===== src/rtl/rss_pkg.sv =====
`timescale 1ns / 1ps
`default_nettype none

package rss_pkg;

    // default sizing
    localparam int DEPTH_DEFAULT      = 256;
    localparam int VALUE_BITS_DEFAULT = 16;

    // fixed field widths
    localparam int TIMESTAMP_BITS = 32;
    localparam int TOTAL_BITS     = 48;
    localparam int MEAN_FRAC_BITS = 4;
    localparam int CMD_BITS       = 2;

    // command codes carried in s_tuser
    localparam logic [CMD_BITS-1:0] CMD_ADD   = 2'd0;
    localparam logic [CMD_BITS-1:0] CMD_CLEAR = 2'd1;
    localparam logic [CMD_BITS-1:0] CMD_QUERY = 2'd2;

    // controller to datapath
    typedef struct packed {
        logic load_in;
        logic clear;
        logic set_drop;
        logic add_stats;
        logic ins_start;
        logic ins_shift;
        logic ins_place;
        logic div_start;
        logic rd_mid;
        logic rd_mid_lo;
        logic cap_med_hi;
        logic cap_med_lo;
        logic load_out;
    } rss_cmd_t;

    // datapath to controller
    typedef struct packed {
        logic full;
        logic empty;
        logic even;
        logic rd_gt;
        logic at_bottom;
        logic div_done;
        logic out_free;
    } rss_status_t;

endpackage

`default_nettype wire


===== src/rtl/rss_ctrl.sv =====
`timescale 1ns / 1ps
`default_nettype none

module rss_ctrl (
    input  wire logic                          clk,
    input  wire logic                          rst_n,
    input  wire logic                          s_tvalid,
    input  wire logic [rss_pkg::CMD_BITS-1:0]  s_tuser,
    output logic                               s_tready,
    input  wire rss_pkg::rss_status_t          status,
    output rss_pkg::rss_cmd_t                  cmd
);

    import rss_pkg::*;

    localparam logic [3:0] S_IDLE   = 4'd0;
    localparam logic [3:0] S_ADD    = 4'd1;
    localparam logic [3:0] S_INS    = 4'd2;
    localparam logic [3:0] S_PLACE  = 4'd3;
    localparam logic [3:0] S_CLR    = 4'd4;
    localparam logic [3:0] S_QRY    = 4'd5;
    localparam logic [3:0] S_MED_HI = 4'd6;
    localparam logic [3:0] S_MED_LO = 4'd7;
    localparam logic [3:0] S_DIV    = 4'd8;
    localparam logic [3:0] S_OUT    = 4'd9;

    logic [3:0] state_reg, state_next;

    always_comb
    begin
        state_next = state_reg;
        cmd        = '0;
        s_tready   = 1'b0;
        case (state_reg)
            S_IDLE:
            begin
                s_tready    = 1'b1;
                cmd.load_in = s_tvalid;
                if (s_tvalid)
                begin
                    case (s_tuser)
                        CMD_ADD:   state_next = S_ADD;
                        CMD_CLEAR: state_next = S_CLR;
                        CMD_QUERY: state_next = S_QRY;
                        default:   state_next = S_IDLE;
                    endcase
                end
            end
            S_ADD:
            begin
                if (status.full)
                begin
                    cmd.set_drop = 1'b1;
                    state_next   = S_IDLE;
                end
                else
                begin
                    cmd.add_stats = 1'b1;
                    cmd.ins_start = 1'b1;
                    state_next    = status.empty ? S_PLACE : S_INS;
                end
            end
            S_INS:
            begin
                // walk down while the stored entry is larger than the new sample
                if (status.rd_gt)
                begin
                    cmd.ins_shift = 1'b1;
                    state_next    = status.at_bottom ? S_PLACE : S_INS;
                end
                else
                begin
                    cmd.ins_place = 1'b1;
                    state_next    = S_IDLE;
                end
            end
            S_PLACE:
            begin
                cmd.ins_place = 1'b1;
                state_next    = S_IDLE;
            end
            S_CLR:
            begin
                cmd.clear  = 1'b1;
                state_next = S_IDLE;
            end
            S_QRY:
            begin
                if (status.empty)
                begin
                    state_next = S_OUT;
                end
                else
                begin
                    cmd.div_start = 1'b1;
                    cmd.rd_mid    = 1'b1;
                    state_next    = S_MED_HI;
                end
            end
            S_MED_HI:
            begin
                cmd.cap_med_hi = 1'b1;
                if (status.even)
                begin
                    cmd.rd_mid_lo = 1'b1;
                    state_next    = S_MED_LO;
                end
                else
                begin
                    state_next = S_DIV;
                end
            end
            S_MED_LO:
            begin
                cmd.cap_med_lo = 1'b1;
                state_next     = S_DIV;
            end
            S_DIV:
            begin
                if (status.div_done)
                begin
                    state_next = S_OUT;
                end
            end
            S_OUT:
            begin
                if (status.out_free)
                begin
                    cmd.load_out = 1'b1;
                    state_next   = S_IDLE;
                end
            end
            default:
            begin
                state_next = S_IDLE;
            end
        endcase
    end

    always_ff @(posedge clk or negedge rst_n)
    begin
        if (!rst_n)
        begin
            state_reg <= S_IDLE;
        end
        else
        begin
            state_reg <= state_next;
        end
    end

endmodule

`default_nettype wire


===== config.mk =====
export PLATFORM = sky130hd
export DESIGN_NAME = rss_ctrl
export DESIGN_NICKNAME = d
export VERILOG_FILES = /design/src/rtl/rss_pkg.sv /design/src/rtl/rss_ctrl.sv
export SDC_FILE = /design/constraint.sdc
export NUM_CORES = 1
export LEC_CHECK = 0
export ABC_AREA = 1
export BUFFER_PORTS_ARGS = -buffer_cell sky130_fd_sc_hd__buf_2
export CORE_MARGIN = 10
export CORE_UTILIZATION = 35
export DETAILED_ROUTE_END_ITERATION = 7
export GPL_ROUTABILITY_DRIVEN = 0
export GPL_TIMING_DRIVEN = 1
export HOLD_SLACK_MARGIN = 0.15
export MAX_ROUTING_LAYER = met4
export PLACE_DENSITY_LB_ADDON = 0.25
export SYNTH_ARGS = -nofsm -noshare
export SYNTH_HDL_FRONTEND = slang
export SYNTH_SLANG_ARGS = --single-unit

===== constraint.sdc =====
create_clock -name clk -period 1.3 [get_ports clk]
set_input_delay 0.065 -clock clk [delete_from_list [all_inputs] [get_ports clk]]
set_output_delay 0.065 -clock clk [all_outputs]
set_load 0.01 [all_outputs]

Word-level counts from Yosys, hierarchy flattened
Index checks and enable logic that the tools add are counted.

Reduce and logical (&&, ||, !) cells: 3. Muxes and demuxes: 28. Equality and inequality tests: 14.

Operators by type and width (count): $pmux W4 S8 (1); $mux W4 (5); $eq A4 B3 Y1 const B (4); $mux W1 (13); $mux W2 (6); $pmux W3 S3 (1); $eq A4 B2 Y1 const B (2); $eq A4 B4 Y1 const B (2); $ne A2 B2 Y1 const B (3); $eq A4 B1 Y1 const B (1); $logic_not A4 Y1 (1); $mux W3 (1); $reduce_and A3 Y1 (1); $eq A2 B1 Y1 const B (1); $eq A2 B2 Y1 const B (1); $logic_not A2 Y1 (1); $pmux W1 S2 (1).

Flip-flop bits (word level): 4. Output and inout port bits: 14.

Depth between registers and ports, before layout
Gate-level depths: netlist of the first run.

Depth in word-level cells: 4. Gate-level depth with buffers: 8. Mapped depth without buffers: 8.

Worst setup path before layout of the first run
OpenSTA, ideal clock, no wires.

Kind: flip-flop to output port. Start: register state_reg[3]. End: output cmd[9] (netlist bit). Path buffers: 1. Setup slack: 0.147 ns. Arrival time: 1.088 ns. Cell stages (with the launch flop): 5. Path through: dfrtp_1 nor2_2 nand2_1 nor2_1 buf_4.

RTL lines: start, declared (RTL line rss_ctrl.sv:27) `logic [3:0] state_reg, state_next;`; start signal, assigned (RTL line rss_ctrl.sv:148) `state_reg <= state_next;`; end, declared (RTL line rss_ctrl.sv:11) `output rss_pkg::rss_cmd_t cmd`.

==> results.py, run 1 <==
metrics = {
    "outcome": {
        "outcome": "finished, violations left",
        "violations": "negative setup slack",
    },
    "route": {
        "postRouteAntennaNets": 0,
        "route.layer.met1.wl_um": 686,
        "average_via_count_per_standard_cell": 4.43,
        "maxUsedRoutingLayer": "met4",
        "detail_route.drc_violations": 0,
        "route.final.wire_length_um": 1520,
        "metal2_wl_um": 699,
        "detail_route.wl_per_cell_um": 11.3,
        "met3_length_um": 117,
        "first_pass_detailed_route_iteration_total": 4,
        "routed-via-count": 593,
        "drt_iter0_markers": 8,
    },
    "grt": {
        "number_of_global_route_vias_before_repair": 556,
        "grtUsageTotal_pct": 8.50,
        "number_of_antenna_violations_at_the_first_check_in_global_routing": 0,
        "grt_first_pass_wirelength_um": 2270,
        "grt_max_degree": 7,
        "grt_remaining_overflow": 0,
    },
    "critical_path": {
        "critPathCapture": "cmd[7]",
        "worst-endpoint-required_ps": 1240,
        "ff2ff_path_depth": 8,
        "critical_path_peak_fanout": 5,
        "crit_path_end_kind": "output pin",
        "critical_path_data_arrival_time_ps": 1280,
        "critical_register_to_register_path_endpoint": "state_reg[3]$_DFFE_PN0P_",
        "reg2reg_setup_slack_ps": 60,
        "path_class": "reg2out",
        "critical_path.reg2reg.startpoint": "state_reg[3]$_DFFE_PN0P_",
        "cp-start-kind": "register",
        "crit_path_start": "state_reg[3]$_DFFE_PN0P_",
    },
    "clocking": {
        "ctsHtreeMaxLevel": 1,
        "cts.sink_count": 4,
        "cts.root.buffer_cell": "sky130_fd_sc_hd__clkbuf_4",
        "clock_insertion_delay_at_the_later_pin_of_the_skew_report_ps": 240,
        "clock_path_buffers": 2,
        "clk_pin_slew_ps": 40,
        "cts_tree": "yes",
        "numCtsBuffers": 3,
    },
    "logic_synthesis": {
        "yosys-top-cells-area": "sky130_fd_sc_hd__dfrtp_1 21%, sky130_fd_sc_hd__nor2_1 14%, sky130_fd_sc_hd__inv_1 13%",
        "synth-seq-cells": 4,
        "yosys_warnings": 0,
        "synth.distinct_cells": 17,
        "synth_async_sr_flop_share_pct": 100,
        "yosys.cell_count.top_type": "sky130_fd_sc_hd__nor2_1",
        "mappedNetlistNets": 98,
        "synth_commonest_cells": "18 x sky130_fd_sc_hd__nor2_1, 16 x sky130_fd_sc_hd__inv_1, 16 x sky130_fd_sc_hd__nand2_1",
        "synthesis.area_per_instance_um2": 5.76,
        "cell_accounting_for_the_most_synthesized_area": "sky130_fd_sc_hd__dfrtp_1",
        "syn-cell-area_um2": 478,
        "synth_sequential_area_ratio_pct": 20.9,
        "count_of_flip_flops_with_a_built_in_enable_after_synthesis": 0,
        "synth-main-ff-cell": "sky130_fd_sc_hd__dfrtp_1",
        "synthesis.instances": 83,
        "yosys.area.top_type_share_pct": 20.9,
    },
    "power_and_ir_drop": {
        "power.ir.vdd_worst_mv": 0.996,
        "power_density_nw_per_um2": 1570,
        "leakage_uw": 0.000486,
    },
    "die": {
        "placement_rows": 13,
        "fp.dieW_um": 57.0,
        "die-area_um2": 3240,
        "chipHeight_um": 57.0,
        "io_pins": 26,
        "placeableCoreArea_um2": 1300,
        "initial_utilization_pct": 36.7,
    },
    "timing": {
        "tightest_slew_ps": 196,
        "endpoints_failing_hold": 0,
        "clock.fmax_mhz": 744,
        "finalWorstPathRequiredPeriod_ps": 1340,
        "final.setup.worst_slack_ps": -44.6,
        "skew_ps": 5.71,
        "final-max-slew-violation-count": 0,
        "worst_slew_margin_pct": 86.9,
        "rsz_0062_raised_after_global_routing": "yes",
        "setup_viol": 7,
        "fin_crit_sh_pct": 103,
    },
    "run": {
        "max-cap-violations": 0,
    },
    "layout": {
        "fin_nets": 136,
        "final.fill_count": 130,
        "fraction_of_final_layout_cells_sized_beyond_drive_strength_1_pct": 48.7,
        "n_antenna_cell": 0,
        "layout.core_utilization_pct": 58.8,
        "layout_area_overhead_pct": 60.2,
        "largest_register_ffs": 4,
        "fin_area_um2": 766,
    },
    "placed_design": {
        "place_hpwl_um": 1150,
        "post_dp_area_um2": 607,
        "place.port_buffers": 25,
    },
    "worst_hold_path": {
        "hold_path.class": "in2async",
    },
}
## cell families (layout without fill, tap and decap cells)
family                   count (synthesis)  in the layout  share of synthesized area [%]
AO/OA/AOI/OAI                            4              4                           5.24
flip-flops                               4              4                           20.9
AND/OR/NAND/NOR                         49             49                           46.3
buffers and inverters                   23             59                           19.6
adder cells (fa/ha/maj)                  3              3                           7.85
## critical path: stages, from the launching register on
cell and delay, ps:
sky130_fd_sc_hd__dfrtp_2 450, sky130_fd_sc_hd__nor2_4 190, sky130_fd_sc_hd__inv_2 60, sky130_fd_sc_hd__nor2_2 100, sky130_fd_sc_hd__nand2_1 70, sky130_fd_sc_hd__inv_1 70, sky130_fd_sc_hd__buf_6 100
## metal layers
metal	GRT usage, %	up-vias
li1	-	319
met1	9.31	252
met2	12.9	20
met3	3.10	2
met4	5.03	0
met5	-	-
## cells in the final DEF (no fill, tap or decap)
| cell | instances |
|---|---|
| sky130_fd_sc_hd__nor2_1 | 14 |
| sky130_fd_sc_hd__nand4_1 | 2 |
| sky130_fd_sc_hd__nand2_1 | 15 |
| sky130_fd_sc_hd__ha_1 | 3 |
| sky130_fd_sc_hd__nand2_2 | 1 |
| sky130_fd_sc_hd__nand3_2 | 1 |
| sky130_fd_sc_hd__nor2_2 | 5 |
| sky130_fd_sc_hd__o21bai_1 | 1 |
| sky130_fd_sc_hd__nor3_2 | 2 |
| sky130_fd_sc_hd__buf_2 | 23 |
| sky130_fd_sc_hd__dfrtp_2 | 2 |
| sky130_fd_sc_hd__buf_6 | 3 |
| sky130_fd_sc_hd__o21ai_1 | 2 |
| sky130_fd_sc_hd__a211oi_1 | 1 |
| sky130_fd_sc_hd__inv_2 | 7 |
| sky130_fd_sc_hd__nand3_1 | 5 |
| sky130_fd_sc_hd__inv_1 | 14 |
| sky130_fd_sc_hd__buf_4 | 7 |
| sky130_fd_sc_hd__nor2_4 | 3 |
| sky130_fd_sc_hd__dlygate4sd3_1 | 2 |
| sky130_fd_sc_hd__dfrtp_1 | 2 |
| sky130_fd_sc_hd__nand2_4 | 1 |
| sky130_fd_sc_hd__clkbuf_4 | 3 |
## power breakdown
| part | total, uW | internal, uW | leakage, uW | switching (uW) |
|---|---|---|---|---|
| registers | 236 | 170 | 0.0000504 | 65.7 |
| clock network | 157 | 103 | 0.0000138 | 53.1 |
| logic | 808 | 329 | 0.000422 | 479 |
## worst min-delay path by stage
stage / slack, ps / cells past startpoint / end / start
finish: 160 / 2 / state_reg[2]$_DFFE_PN0P_ / rst_n
global route: 180 / 2 / state_reg[2]$_DFFE_PN0P_ / rst_n
CTS: 150 / 2 / state_reg[2]$_DFFE_PN0P_ / rst_n
detailed placement: -130 / 1 / state_reg[1]$_DFFE_PN0P_ / rst_n
global placement: -130 / 1 / state_reg[3]$_DFFE_PN0P_ / rst_n
floorplan: -230 / 0 / state_reg[0]$_DFFE_PN0P_ / rst_n
## repair_timing
action	4_1_cts	5_1_grt
resized for setup	7	10
endpoints found under the hold margin	5	0
setup buffers	4	4
hold buffers	2	0
setup endpoints to repair	7	14
pin swaps	3	5
## stage by stage
stage	total power [uW]	setup slack [ps]	setup TNS, ps	hold slack, ps	instances
after floorplan	659	147	0	-231	83
after global placement	840	105	0	-126	121
after detailed placement	851	114	0	-127	121
after CTS	1110	-8.33	-8.33	150	130
after global routing	1330	-110	-853	178	134
final	1200	-44.6	-155	162	134
## final cells by class
cell class                 instances  area [um2]  share of cell area, %
tap                               15        18.8                   2.45
inverter                          21        78.8                   10.3
multi-input combinational         56         322                   42.0
clock buffer                       3        22.5                   2.94
timing repair buffer              35         221                   28.9
sequential                         4         103                   13.4
No activity file was read; power rests on OpenSTA's default activity.
==> inputs of run 2 (changes only) <==
--- a/config.mk
+++ b/config.mk
@@ -9,6 +9,7 @@
 export BUFFER_PORTS_ARGS = -buffer_cell sky130_fd_sc_hd__buf_2
 export CORE_MARGIN = 10
 export CORE_UTILIZATION = 35
+export CTS_BUF_LIST = sky130_fd_sc_hd__clkbuf_4 sky130_fd_sc_hd__clkbuf_8 sky130_fd_sc_hd__clkbuf_16
 export DETAILED_ROUTE_END_ITERATION = 7
 export GPL_ROUTABILITY_DRIVEN = 0
 export GPL_TIMING_DRIVEN = 1
==> constraint.sdc (replaced) <==
create_clock -name clk -period 1.3 [get_ports clk]
set_input_delay 0.26 -clock clk [delete_from_list [all_inputs] [get_ports clk]]
set_output_delay 0.26 -clock clk [all_outputs]
set_load 0.01 [all_outputs]
==> results.py, run 2 (synthesis gave the netlist of run 1 again) <==
metrics = {
    "layout": {
        "layout_area_overhead_pct": 73.8,
        "layout_commonest_cell": "sky130_fd_sc_hd__buf_2",
        "most-common-layout-cells": "24 x sky130_fd_sc_hd__buf_2, 15 x sky130_fd_sc_hd__inv_1, 14 x sky130_fd_sc_hd__nor2_1, 14 x sky130_fd_sc_hd__nand2_1, 14 x sky130_fd_sc_hd__buf_4",
        "n_antenna_cell": 0,
        "fraction_of_final_layout_cells_sized_beyond_drive_strength_1_pct": 53.5,
        "largest_register_ffs": 4,
        "fin_nets": 144,
    },
    "critical_path": {
        "ff2ff_path_depth": 10,
        "crit_path_start": "state_reg[0]$_DFFE_PN0P_",
        "crit_path_end_kind": "output pin",
        "cp-start-kind": "register",
        "critical_path.reg2reg.startpoint": "state_reg[3]$_DFFE_PN0P_",
        "path_class": "reg2out",
        "critical_path_peak_fanout": 3,
        "worst-endpoint-required_ps": 1040,
        "critical_path_data_arrival_time_ps": 1270,
    },
    "worst_hold_path": {
        "hp-start": "status[0]",
        "min_delay_path_depth": 4,
        "hold_path.class": "in2reg",
    },
    "placed_design": {
        "dp_worst_setup_slack_ps": 28.3,
        "place_hpwl_um": 1110,
        "place.port_buffers": 25,
    },
    "grt": {
        "grtUsageTotal_pct": 9.41,
        "grt_first_pass_wirelength_um": 2500,
        "number_of_global_route_vias_before_repair": 619,
        "grt_remaining_overflow": 0,
        "number_of_antenna_violations_at_the_first_check_in_global_routing": 0,
        "grt_max_degree": 6,
    },
    "run": {
        "max-cap-violations": 0,
    },
    "clocking": {
        "clk_pin_slew_ps": 30,
        "clock_insertion_delay_at_the_later_pin_of_the_skew_report_ps": 240,
        "cts.root.buffer_cell": "sky130_fd_sc_hd__clkbuf_4",
        "cts.sink_count": 4,
        "cts_tree": "yes",
        "clock_path_buffers": 2,
        "ctsHtreeMaxLevel": 1,
        "numCtsBuffers": 3,
    },
    "timing": {
        "final.setup.worst_slack_ps": -229,
        "endpoints_failing_hold": 0,
        "finalWorstPathRequiredPeriod_ps": 1530,
        "worst_slew_margin_pct": 82.9,
        "tightest_slew_ps": 254,
        "fin_crit_sh_pct": 118,
        "holdWs_ps": 333,
        "clock.fmax_mhz": 654,
        "totalNegativeSetupSlack_ps": -2560,
        "rsz_0062_raised_after_global_routing": "yes",
        "final-max-slew-violation-count": 0,
        "skew_ps": 3.84,
        "setup_viol": 18,
    },
    "die": {
        "chipHeight_um": 57.0,
        "die-area_um2": 3240,
        "placement_rows": 13,
        "fp.dieW_um": 57.0,
        "initial_utilization_pct": 36.7,
        "io_pins": 26,
        "placeableCoreArea_um2": 1300,
    },
    "route": {
        "route.final.wire_length_um": 1550,
        "postRouteAntennaNets": 0,
        "detail_route.wl_per_cell_um": 10.9,
        "routed-via-count": 640,
        "detail_route.drc_violations": 0,
        "average_via_count_per_standard_cell": 4.51,
        "drt_iter0_markers": 5,
        "first_pass_detailed_route_iteration_total": 4,
    },
    "outcome": {
        "violations": "negative setup slack",
        "outcome": "finished, violations left",
    },
    "power_and_ir_drop": {
        "leakage_uw": 0.000529,
        "power_density_nw_per_um2": 1540,
        "power.ir.vdd_worst_mv": 1.10,
    },
}
-- run 2: changes by cell type in the layout (fill, tap and decap cells not counted), sizes merged --
cell	before	now
buf	33	42
dlygate4sd3	2	1
-- run 2: through the flow --
step	cells	area (um2)	power, uW	util [%]
2_1_floorplan	83	480	661	-
3_3_place_gp	123	624	870	48.0
3_5_place_dp	123	624	876	48.0
4_1_cts	139	782	1210	60.1
5_1_grt	142	831	1400	63.8
6_report	142	831	1280	63.8
-- run 2: layout make-up --
type,count,area (um2)
Timing Repair Buffer,43,280
Multi-Input combinational cell,56,328
Sequential cell,4,103
Tap cell,15,18.8
Inverter,21,78.8
Fill cell,134,470
Clock buffer,3,22.5
-- run 2: timing repair --
| item | CTS | global route |
|---|---|---|
| hold buffers | 1 | 0 |
| gates resized for setup | 11 | 7 |
| pin swaps | 6 | 8 |
| setup endpoints to repair | 14 | 18 |
| setup buffers | 13 | 3 |
| hold endpoints to repair | 4 | 0 |
| gates cloned | 0 | 0 |
-- run 2: path summary, 6_finish.rpt --
kind	to	slack, ps
min in group asynchronous	state_reg[1]$_DFFE_PN0P_	350
hold reg to reg	state_reg[0]$_DFFE_PN0P_	690
setup / recovery	cmd[3]	-230
setup reg to reg	state_reg[3]$_DFFE_PN0P_	-120
hold / removal	state_reg[0]$_DFFE_PN0P_	330
max in group asynchronous	state_reg[2]$_DFFE_PN0P_	810
-- run 2: worst max-delay path, cell delays in order (launching register included) --
cell and delay, ps:
sky130_fd_sc_hd__dfrtp_1 400, sky130_fd_sc_hd__buf_6 130, sky130_fd_sc_hd__nor2_4 120, sky130_fd_sc_hd__nand3_1 160, sky130_fd_sc_hd__inv_1 90, sky130_fd_sc_hd__buf_2 130
-- run 2: per-layer routing --
| metal | wire length, um | part of all wire (%) | GRT usage, % |
|---|---|---|---|
| met5 | 0 | 0 | - |
| met4 | 27 | 1.7 | 4.70 |
| met3 | 150 | 9.7 | 3.98 |
| met2 | 707 | 46 | 15.0 |
| met1 | 661 | 43 | 9.69 |
-- run 2: power by group --
part           switching, uW  internal, uW
Combinational            498           393
Sequential              63.9           170
Clock                   53.6           103
Total                    616           666
